### src/rtl/assert_macros.svh
// assertion macros for the rtl files
`ifndef ASSERT_MACROS_SVH
`define ASSERT_MACROS_SVH

// same-cycle implication, checked out of reset
`define SFP_ASSERT_NOW(label, clk, rst_n, ante, cons) \
    label: assert property (@(posedge clk) disable iff (!rst_n) (ante) |-> (cons)) \
        else $error("assertion failed");

// next-cycle implication, checked out of reset
`define SFP_ASSERT_NEXT(label, clk, rst_n, ante, cons) \
    label: assert property (@(posedge clk) disable iff (!rst_n) (ante) |=> (cons)) \
        else $error("assertion failed");

`endif

### src/rtl/sfp_pkg.sv
// shared constants and the crc byte function of the sensor frame packetizer
package sfp_pkg;

    // frame geometry
    localparam int SAMPLES_PER_FRAME = 5;
    localparam int IMU_WORDS         = 18;
    localparam int ADC_CHANNELS      = 6;
    localparam int ADC_SLOTS         = SAMPLES_PER_FRAME * ADC_CHANNELS;
    localparam int HEADER_WORDS      = 7;
    localparam int FRAME_WORDS       = HEADER_WORDS + ADC_SLOTS + IMU_WORDS + 1;

    // widths, part derived from the frame geometry
    localparam int ADC_W   = 12;
    localparam int WORD_W  = 16;
    localparam int IDX_W   = $clog2(FRAME_WORDS);
    localparam int ADC_AW  = $clog2(ADC_SLOTS);
    localparam int IMU_AW  = $clog2(IMU_WORDS);
    localparam int POS_W   = 3;
    localparam int CFG_IW  = 2;

    // crc-16 settings
    localparam logic [15:0] CRC_POLY = 16'h1021;
    localparam logic [15:0] CRC_INIT = 16'hFFFF;

    // register reset values
    localparam logic [15:0] SYNC_RESET    = 16'hA55A;
    localparam logic [7:0]  VERSION_RESET = 8'd1;
    localparam logic [7:0]  TYPE_RESET    = 8'd1;

    // register indexes
    localparam logic [CFG_IW-1:0] REG_SYNC_WORD      = 2'd0;
    localparam logic [CFG_IW-1:0] REG_FORMAT_VERSION = 2'd1;
    localparam logic [CFG_IW-1:0] REG_FRAME_TYPE     = 2'd2;

    // header word positions
    localparam logic [IDX_W-1:0] W_SYNC    = IDX_W'(0);
    localparam logic [IDX_W-1:0] W_VERTYPE = IDX_W'(1);
    localparam logic [IDX_W-1:0] W_SEQ     = IDX_W'(2);
    localparam logic [IDX_W-1:0] W_TIME_LO = IDX_W'(3);
    localparam logic [IDX_W-1:0] W_TIME_HI = IDX_W'(4);
    localparam logic [IDX_W-1:0] W_BASE_LO = IDX_W'(5);
    localparam logic [IDX_W-1:0] W_BASE_HI = IDX_W'(6);

    // input item kinds
    localparam logic MODE_ADC = 1'b0;
    localparam logic MODE_IMU = 1'b1;

    // one byte through the msb-first crc-16
    function automatic logic [15:0] crc_byte(input logic [15:0] crc_in, input logic [7:0] b);
        logic [15:0] c;
        c = crc_in ^ {b, 8'h00};
        for (int k = 0; k < 8; k++)
        begin
            if (c[15])
                c = {c[14:0], 1'b0} ^ CRC_POLY;
            else
                c = {c[14:0], 1'b0};
        end
        return c;
    endfunction

endpackage

### src/rtl/sensor_frame_packetizer_crc16_unit.sv
// sensor frame packetizer: sample collection, imu cache and crc-16 framed output
//
//   channel  signals                                      transfer when
//   in       in_valid, in_stall, mode .. imu_value        in_valid & !in_stall
//   out      out_valid, out_stall, frame_word, last_word  out_valid & !out_stall
//   cfg      cfg_we, cfg_index, cfg_data                  cfg_we
//
// an imu update or a sample set that does not close a frame is taken without a stall.
// a closing sample set stalls the input while each data word passes through fetch,
// crc low byte, crc high byte and push, and then the crc word is pushed; 56 words
// in all. out_stall holds the sequencer at each push.
// reset clears control state, counters, registers and the imu cache at once.
module sensor_frame_packetizer_crc16_unit (
    input  logic               clk,
    input  logic               rst_n,
    input  logic               in_valid,
    output logic               in_stall,
    input  logic               mode,
    input  logic [31:0]        timestamp_us,
    input  logic [11:0]        adc_ch0,
    input  logic [11:0]        adc_ch1,
    input  logic [11:0]        adc_ch2,
    input  logic [11:0]        adc_ch3,
    input  logic [11:0]        adc_ch4,
    input  logic [11:0]        adc_ch5,
    input  logic [4:0]         imu_index,
    input  logic signed [15:0] imu_value,
    output logic               out_valid,
    input  logic               out_stall,
    output logic [15:0]        frame_word,
    output logic               last_word,
    input  logic               cfg_we,
    input  logic [1:0]         cfg_index,
    input  logic [15:0]        cfg_data
);

    `include "assert_macros.svh"

    localparam logic [2:0] ST_IDLE     = 3'd0;
    localparam logic [2:0] ST_FETCH    = 3'd1;
    localparam logic [2:0] ST_CRC_LO   = 3'd2;
    localparam logic [2:0] ST_CRC_HI   = 3'd3;
    localparam logic [2:0] ST_PUSH     = 3'd4;
    localparam logic [2:0] ST_PUSH_CRC = 3'd5;

    localparam logic [sfp_pkg::IDX_W-1:0] LAST_DATA_IDX =
        sfp_pkg::IDX_W'(sfp_pkg::FRAME_WORDS - 2);

    logic [2:0]                     state_reg, state_next;
    logic [sfp_pkg::IDX_W-1:0]      word_idx_reg;
    logic [sfp_pkg::WORD_W-1:0]     word_reg;
    logic [15:0]                    crc_reg;
    logic [sfp_pkg::POS_W-1:0]      block_pos_reg;
    logic [31:0]                    start_time_reg;
    logic [31:0]                    base_idx_reg;
    logic [31:0]                    sample_cnt_reg;
    logic [15:0]                    seq_reg;
    logic [15:0]                    sync_reg;
    logic [7:0]                     version_reg;
    logic [7:0]                     type_reg;
    logic [sfp_pkg::ADC_W-1:0]      adc_store_reg [sfp_pkg::ADC_SLOTS];
    logic [sfp_pkg::WORD_W-1:0]     imu_cache_reg [sfp_pkg::IMU_WORDS];
    logic                           out_valid_reg;
    logic [sfp_pkg::WORD_W-1:0]     frame_word_reg;
    logic                           last_word_reg;

    logic                           in_xfer;
    logic                           out_free;
    logic                           adc_item;
    logic                           frame_close;
    logic [sfp_pkg::POS_W-1:0]      pos_eff;
    logic [sfp_pkg::ADC_AW-1:0]     adc_wbase;
    logic [sfp_pkg::ADC_W-1:0]      adc_in [sfp_pkg::ADC_CHANNELS];
    logic [sfp_pkg::ADC_AW-1:0]     adc_raddr;
    logic [sfp_pkg::IMU_AW-1:0]     imu_raddr;
    logic [sfp_pkg::WORD_W-1:0]     word_sel;

    // handshake
    assign in_stall  = (state_reg != ST_IDLE);
    assign in_xfer   = in_valid && !in_stall;
    assign out_free  = !out_valid_reg || !out_stall;
    assign out_valid  = out_valid_reg;
    assign frame_word = frame_word_reg;
    assign last_word  = last_word_reg;

    // sample set bookkeeping
    assign adc_item    = in_xfer && (mode == sfp_pkg::MODE_ADC);
    assign pos_eff     = (block_pos_reg >= sfp_pkg::POS_W'(sfp_pkg::SAMPLES_PER_FRAME)) ?
                         '0 : block_pos_reg;
    assign frame_close = adc_item &&
                         (pos_eff == sfp_pkg::POS_W'(sfp_pkg::SAMPLES_PER_FRAME - 1));
    assign adc_wbase   = sfp_pkg::ADC_AW'(pos_eff) *
                         sfp_pkg::ADC_AW'(sfp_pkg::ADC_CHANNELS);

    assign adc_in[0] = adc_ch0;
    assign adc_in[1] = adc_ch1;
    assign adc_in[2] = adc_ch2;
    assign adc_in[3] = adc_ch3;
    assign adc_in[4] = adc_ch4;
    assign adc_in[5] = adc_ch5;

    // frame word selection
    assign adc_raddr = sfp_pkg::ADC_AW'(word_idx_reg -
                       sfp_pkg::IDX_W'(sfp_pkg::HEADER_WORDS));
    assign imu_raddr = sfp_pkg::IMU_AW'(word_idx_reg -
                       sfp_pkg::IDX_W'(sfp_pkg::HEADER_WORDS + sfp_pkg::ADC_SLOTS));

    always_comb
    begin
        word_sel = '0;
        if (word_idx_reg < sfp_pkg::IDX_W'(sfp_pkg::HEADER_WORDS))
        begin
            case (word_idx_reg)
                sfp_pkg::W_SYNC:    word_sel = sync_reg;
                sfp_pkg::W_VERTYPE: word_sel = {type_reg, version_reg};
                sfp_pkg::W_SEQ:     word_sel = seq_reg;
                sfp_pkg::W_TIME_LO: word_sel = start_time_reg[15:0];
                sfp_pkg::W_TIME_HI: word_sel = start_time_reg[31:16];
                sfp_pkg::W_BASE_LO: word_sel = base_idx_reg[15:0];
                sfp_pkg::W_BASE_HI: word_sel = base_idx_reg[31:16];
                default:            word_sel = '0;
            endcase
        end
        else if (word_idx_reg <
                 sfp_pkg::IDX_W'(sfp_pkg::HEADER_WORDS + sfp_pkg::ADC_SLOTS))
        begin
            word_sel = sfp_pkg::WORD_W'(adc_store_reg[adc_raddr]);
        end
        else
        begin
            word_sel = imu_cache_reg[imu_raddr];
        end
    end

    // sequencer next state
    always_comb
    begin
        state_next = state_reg;
        case (state_reg)
            ST_IDLE:     if (frame_close) state_next = ST_FETCH;
            ST_FETCH:    state_next = ST_CRC_LO;
            ST_CRC_LO:   state_next = ST_CRC_HI;
            ST_CRC_HI:   state_next = ST_PUSH;
            ST_PUSH:
            begin
                if (out_free)
                    state_next = (word_idx_reg == LAST_DATA_IDX) ? ST_PUSH_CRC : ST_FETCH;
            end
            ST_PUSH_CRC: if (out_free) state_next = ST_IDLE;
            default:     state_next = ST_IDLE;
        endcase
    end

    // control, counters, registers and imu cache
    always_ff @(posedge clk or negedge rst_n)
    begin
        if (!rst_n)
        begin
            state_reg      <= ST_IDLE;
            word_idx_reg   <= '0;
            block_pos_reg  <= '0;
            start_time_reg <= '0;
            base_idx_reg   <= '0;
            sample_cnt_reg <= '0;
            seq_reg        <= '0;
            sync_reg       <= sfp_pkg::SYNC_RESET;
            version_reg    <= sfp_pkg::VERSION_RESET;
            type_reg       <= sfp_pkg::TYPE_RESET;
            out_valid_reg  <= 1'b0;
            for (int i = 0; i < sfp_pkg::IMU_WORDS; i++)
            begin
                imu_cache_reg[i] <= '0;
            end
        end
        else
        begin
            state_reg <= state_next;

            // register writes
            if (cfg_we)
            begin
                case (cfg_index)
                    sfp_pkg::REG_SYNC_WORD:      sync_reg    <= cfg_data;
                    sfp_pkg::REG_FORMAT_VERSION: version_reg <= cfg_data[7:0];
                    sfp_pkg::REG_FRAME_TYPE:     type_reg    <= cfg_data[7:0];
                    default:                     ;
                endcase
            end

            // imu word update, out-of-range index ignored
            if (in_xfer && (mode == sfp_pkg::MODE_IMU) &&
                (imu_index < 5'(sfp_pkg::IMU_WORDS)))
            begin
                imu_cache_reg[imu_index[sfp_pkg::IMU_AW-1:0]] <= imu_value;
            end

            // sample set position and frame header latches
            if (adc_item)
            begin
                if (pos_eff == '0)
                begin
                    start_time_reg <= timestamp_us;
                    base_idx_reg   <= sample_cnt_reg;
                end
                sample_cnt_reg <= sample_cnt_reg + 32'd1;
                block_pos_reg  <= frame_close ? '0 : pos_eff + sfp_pkg::POS_W'(1);
            end

            // word counter
            if (frame_close)
                word_idx_reg <= '0;
            else if ((state_reg == ST_PUSH) && out_free)
                word_idx_reg <= word_idx_reg + sfp_pkg::IDX_W'(1);

            // output register valid
            if (((state_reg == ST_PUSH) || (state_reg == ST_PUSH_CRC)) && out_free)
                out_valid_reg <= 1'b1;
            else if (!out_stall)
                out_valid_reg <= 1'b0;

            // sequence number steps once the crc word goes out
            if ((state_reg == ST_PUSH_CRC) && out_free)
                seq_reg <= seq_reg + 16'd1;
        end
    end

    // payload: adc store, word holding, crc unit, output data
    always_ff @(posedge clk)
    begin
        if (adc_item)
        begin
            for (int ch = 0; ch < sfp_pkg::ADC_CHANNELS; ch++)
            begin
                adc_store_reg[adc_wbase + sfp_pkg::ADC_AW'(ch)] <= adc_in[ch];
            end
        end

        if (frame_close)
            crc_reg <= sfp_pkg::CRC_INIT;
        else if (state_reg == ST_CRC_LO)
            crc_reg <= sfp_pkg::crc_byte(crc_reg, word_reg[7:0]);
        else if (state_reg == ST_CRC_HI)
            crc_reg <= sfp_pkg::crc_byte(crc_reg, word_reg[15:8]);

        if (state_reg == ST_FETCH)
            word_reg <= word_sel;

        if ((state_reg == ST_PUSH) && out_free)
        begin
            frame_word_reg <= word_reg;
            last_word_reg  <= 1'b0;
        end
        else if ((state_reg == ST_PUSH_CRC) && out_free)
        begin
            frame_word_reg <= crc_reg;
            last_word_reg  <= 1'b1;
        end
    end

    // checks
    `SFP_ASSERT_NOW(a_pos_range, clk, rst_n, 1'b1,
        block_pos_reg < sfp_pkg::POS_W'(sfp_pkg::SAMPLES_PER_FRAME))
    `SFP_ASSERT_NOW(a_idx_range, clk, rst_n, state_reg != ST_IDLE,
        word_idx_reg <= sfp_pkg::IDX_W'(sfp_pkg::FRAME_WORDS - 1))
    `SFP_ASSERT_NEXT(a_crc_last, clk, rst_n, (state_reg == ST_PUSH_CRC) && out_free,
        out_valid && last_word && (state_reg == ST_IDLE))

endmodule
### config.mk
export PLATFORM = sky130hd
export DESIGN_NAME = sensor_frame_packetizer_crc16_unit
export DESIGN_NICKNAME = d
export VERILOG_FILES = /design/src/rtl/sfp_pkg.sv /design/src/rtl/sensor_frame_packetizer_crc16_unit.sv
export VERILOG_INCLUDE_DIRS = /design/src /design/src/rtl
export SDC_FILE = /design/constraint.sdc
export NUM_CORES = 2
export LEC_CHECK = 0
export BUFFER_PORTS_ARGS = -buffer_cell sky130_fd_sc_hd__buf_2
export CORE_ASPECT_RATIO = 1.75
export CORE_MARGIN = 5
export CORE_UTILIZATION = 40
export DETAILED_ROUTE_END_ITERATION = 6
export PLACE_DENSITY_LB_ADDON = 0.08
export SLEW_MARGIN = 25
export SYNTH_ARGS = -nofsm -noshare
export SYNTH_HDL_FRONTEND = slang
export SYNTH_SLANG_ARGS = --single-unit
### constraint.sdc
create_clock -name clk -period 5.35 [get_ports clk]
set_input_delay 0.535 -clock clk [delete_from_list [all_inputs] [get_ports clk]]
set_output_delay 0.535 -clock clk [all_outputs]
set_load 0.01 [all_outputs]
==> reports/metrics.csv <==
metric,value,unit
crit_type,reg -> reg,
max_cap_viol_count,0,
wl_per_cell,29.8,µm
grt_max_degree,92,
overflow,0,
clock.fmax,231,MHz
place.gp.congestion,0.885,
die_w,266,µm
routed_wl,147,mm
syn_avg_cell_area,13.8,µm²
reg2reg_from,block_pos_reg[1],
cts_post_setup_buffers_inserted,0,
r2r_slack,1.01,ns
cts_tree,done,
ys_seq_area_frac,0.508,
intPower,16.2,mW
ir_drop,0.000382,V
hp-class,in -> reg,
syn_to_final_growth,12.3,%
post_drt_via_cell_ratio,5.89,
ys_top_cells_by_area,"edfxtp_1, dfrtp_1, mux2_2",
setup_violations,0,
cts_buffers,88,
end_kind,flop,
synth_area,0.0458,mm²
drv_slew,0,
grt_pass1_vias,31700,
path_clk_slew,0.06,ns
critPathRequiredTime,5.77,ns
start_util,0.402,
regArea,0.0233,mm²
fin_cells,4941,
ys_warn_count,0,
crit_path_start_kind,flop,
seq_power_share,0.357,
timing.final.crit_share,0.811,
clk_latency,0.68,ns
rsz0062_at_grt,false,
postRouteAntennaNets,0,
ys.flop_type,dfrtp_1,
critPathMaxFanout,11,
clkPwrFrac,0.249,
yosysTopAreaCell,edfxtp_1,
ys_seq_elements,854,
clk_path_buf_depth,3,
rows,164,
io_pins,168,
multi_input_area,0.0214,mm²
num_vias,29100,
fin_nets,3537,
drive_gt1_frac,0.456,
arrival,4.76,ns
r2r_cells,11,
drc_errors,0,
fill_cells,10200,
drt_iter0_markers,1955,
synth-edff-count,392,
track_usage,0.239,
p_sw_frac,0.355,
grt_pass1_wl,217,mm
final_common_cell,mux2_2,
outcome,finished clean,
p_leak,21.0,nW
port_buffers,167,
tns,0,ns
core_area,0.114,mm²
fin_skew,0.0199,ns
synthArstFlopShare,0.521,
holdPathEnd,start_time_reg[11],
syn_nets,3469,
p_switching,8.92,mW
clock-sinks,854,
min_from,timestamp_us[11],
synth_cell_types,68,
htreeDepth,3,
hold_viol_final,0,
period_needed,4.34,ns
antenna_found_initial,6,
synth_top_cell_area_share,0.257,
die_h,458,µm
worst_pin_slew,1.09,ns
layout_common_cells,"mux2_2, dfrtp_1, edfxtp_1, mux2i_1, buf_2",
total_power,25.1,mW
netlist_instances,3309,
detailedRoute.firstPassIterationCount,7,
largest_register_ffs,360,
pwr-share-comb,0.395,
r2r_end,adc_store_reg[29][0],
powerDensity,489,mW/mm²
dp_cells,4779,
slew_headroom,0.275,
dieArea,0.122,mm²
dp_hpwl,101,mm
cts-resized-gates,0,
root_buffer,clkbuf_16,
hold_depth,2,
## what timing repair did
action / 4_1_cts / 5_1_grt
setup endpoints to repair: 0 / 0
endpoints found under the hold margin: 82 / 0
hold buffers: 1 / 0
## per-layer routing
metal	global-route usage	share of wire	vias to the layer above	routed length [µm]
li1	-	-	12700	-
met1	0.263	0.36	15400	52500
met2	0.463	0.57	747	83600
met3	0.0309	0.038	242	5620
met4	0.0858	0.038	2	5630
met5	0	0.000088	-	13
## logic make-up (layout without fill, tap and decap cells)
logic type	after synthesis	count (layout)	share of synthesized area
compound gates	320	320	0.0451
xor+xnor	103	103	0.0218
fa+ha+maj	11	11	0.00300
buf+inv	322	454	0.0288
flops	854	854	0.508
mux	1281	1281	0.347
other cells	0	6	0
simple gates	418	418	0.0461
## metrics by stage
stage               hold WS, ns  worst slack, ns  utilization  instance area (µm²)
detailed placement        0.471             1.06        0.426                48500
finish                   0.0879             1.01        0.452                51400
global placement          0.459             1.10        0.425                48400
global route             0.0587            0.843        0.452                51400
CTS                      0.0292             1.01        0.451                51400
floorplan                 0.239             1.34            -                45800
## worst max path at each step
| stage | startpoint | endpoint | slack (ns) | cells past startpoint |
|---|---|---|---|---|
| 3_5_place_dp | block_pos_reg[1] | adc_store_reg[29][0] | 1.06 | 11 |
| 6_report | block_pos_reg[1] | adc_store_reg[29][0] | 1.01 | 11 |
| 2_1_floorplan | word_idx_reg[0] | word_reg[0] | 1.34 | 15 |
| 3_3_place_gp | block_pos_reg[1] | adc_store_reg[28][0] | 1.10 | 11 |
| 5_1_grt | block_pos_reg[1] | adc_store_reg[29][11] | 0.84 | 11 |
| 4_1_cts | block_pos_reg[1] | adc_store_reg[29][0] | 1.01 | 11 |
## power groups by stage
| stage | clock network (mW) | logic (mW) | registers (mW) |
|---|---|---|---|
| finish | 6.25 | 9.92 | 8.97 |
| global route | 6.66 | 10.5 | 9.09 |
| CTS | 6.40 | 10.1 | 8.98 |
| detailed placement | 0 | 10.0 | 9.10 |
| global placement | 0 | 9.90 | 9.03 |
| floorplan | 0 | 6.69 | 8.71 |
## critical path: stages (launching register included)
cell	delay [ns]
dfrtp_1	0.45
nor2b_1	0.28
inv_1	0.18
ha_1	0.48
ha_1	0.29
and3b_1	0.23
o21a_1	0.18
buf_4	0.20
or4_1	0.88
buf_4	0.35
mux2_2	0.28
mux2_2	0.26
## synthesized netlist by cell type (all sizes together) (9+ instances only)
cell,number
clkbuf,200
mux2,950
xnor2,64
ha,11
o32ai,13
nand2,162
nor4,20
dfxtp,17
o21ai,127
a22oi,32
inv,18
edfxtp,392
nor3,17
a2111oi,13
and2,14
nand4,20
buf,104
nor2,70
dfrtp,435
mux2i,179
nand3,34
mux4,152
o211ai,21
xor2,32
a222oi,16
dfstp,10
and3,26
o21bai,12
a21oi,58
nand2b,9
a41oi,12
## area by class of cell
| class | instances | area share |
|---|---|---|
| diodes | 6 | 0.000292 |
| clock buffers | 130 | 0.0503 |
| clock inverters | 24 | 0.00513 |
| inverters | 18 | 0.00131 |
| multi-input cells | 2133 | 0.417 |
| flip-flops and latches | 854 | 0.452 |
| well taps | 1494 | 0.0363 |
| repair buffers | 282 | 0.0377 |
Note: power is estimated with default switching activity, not from simulation.
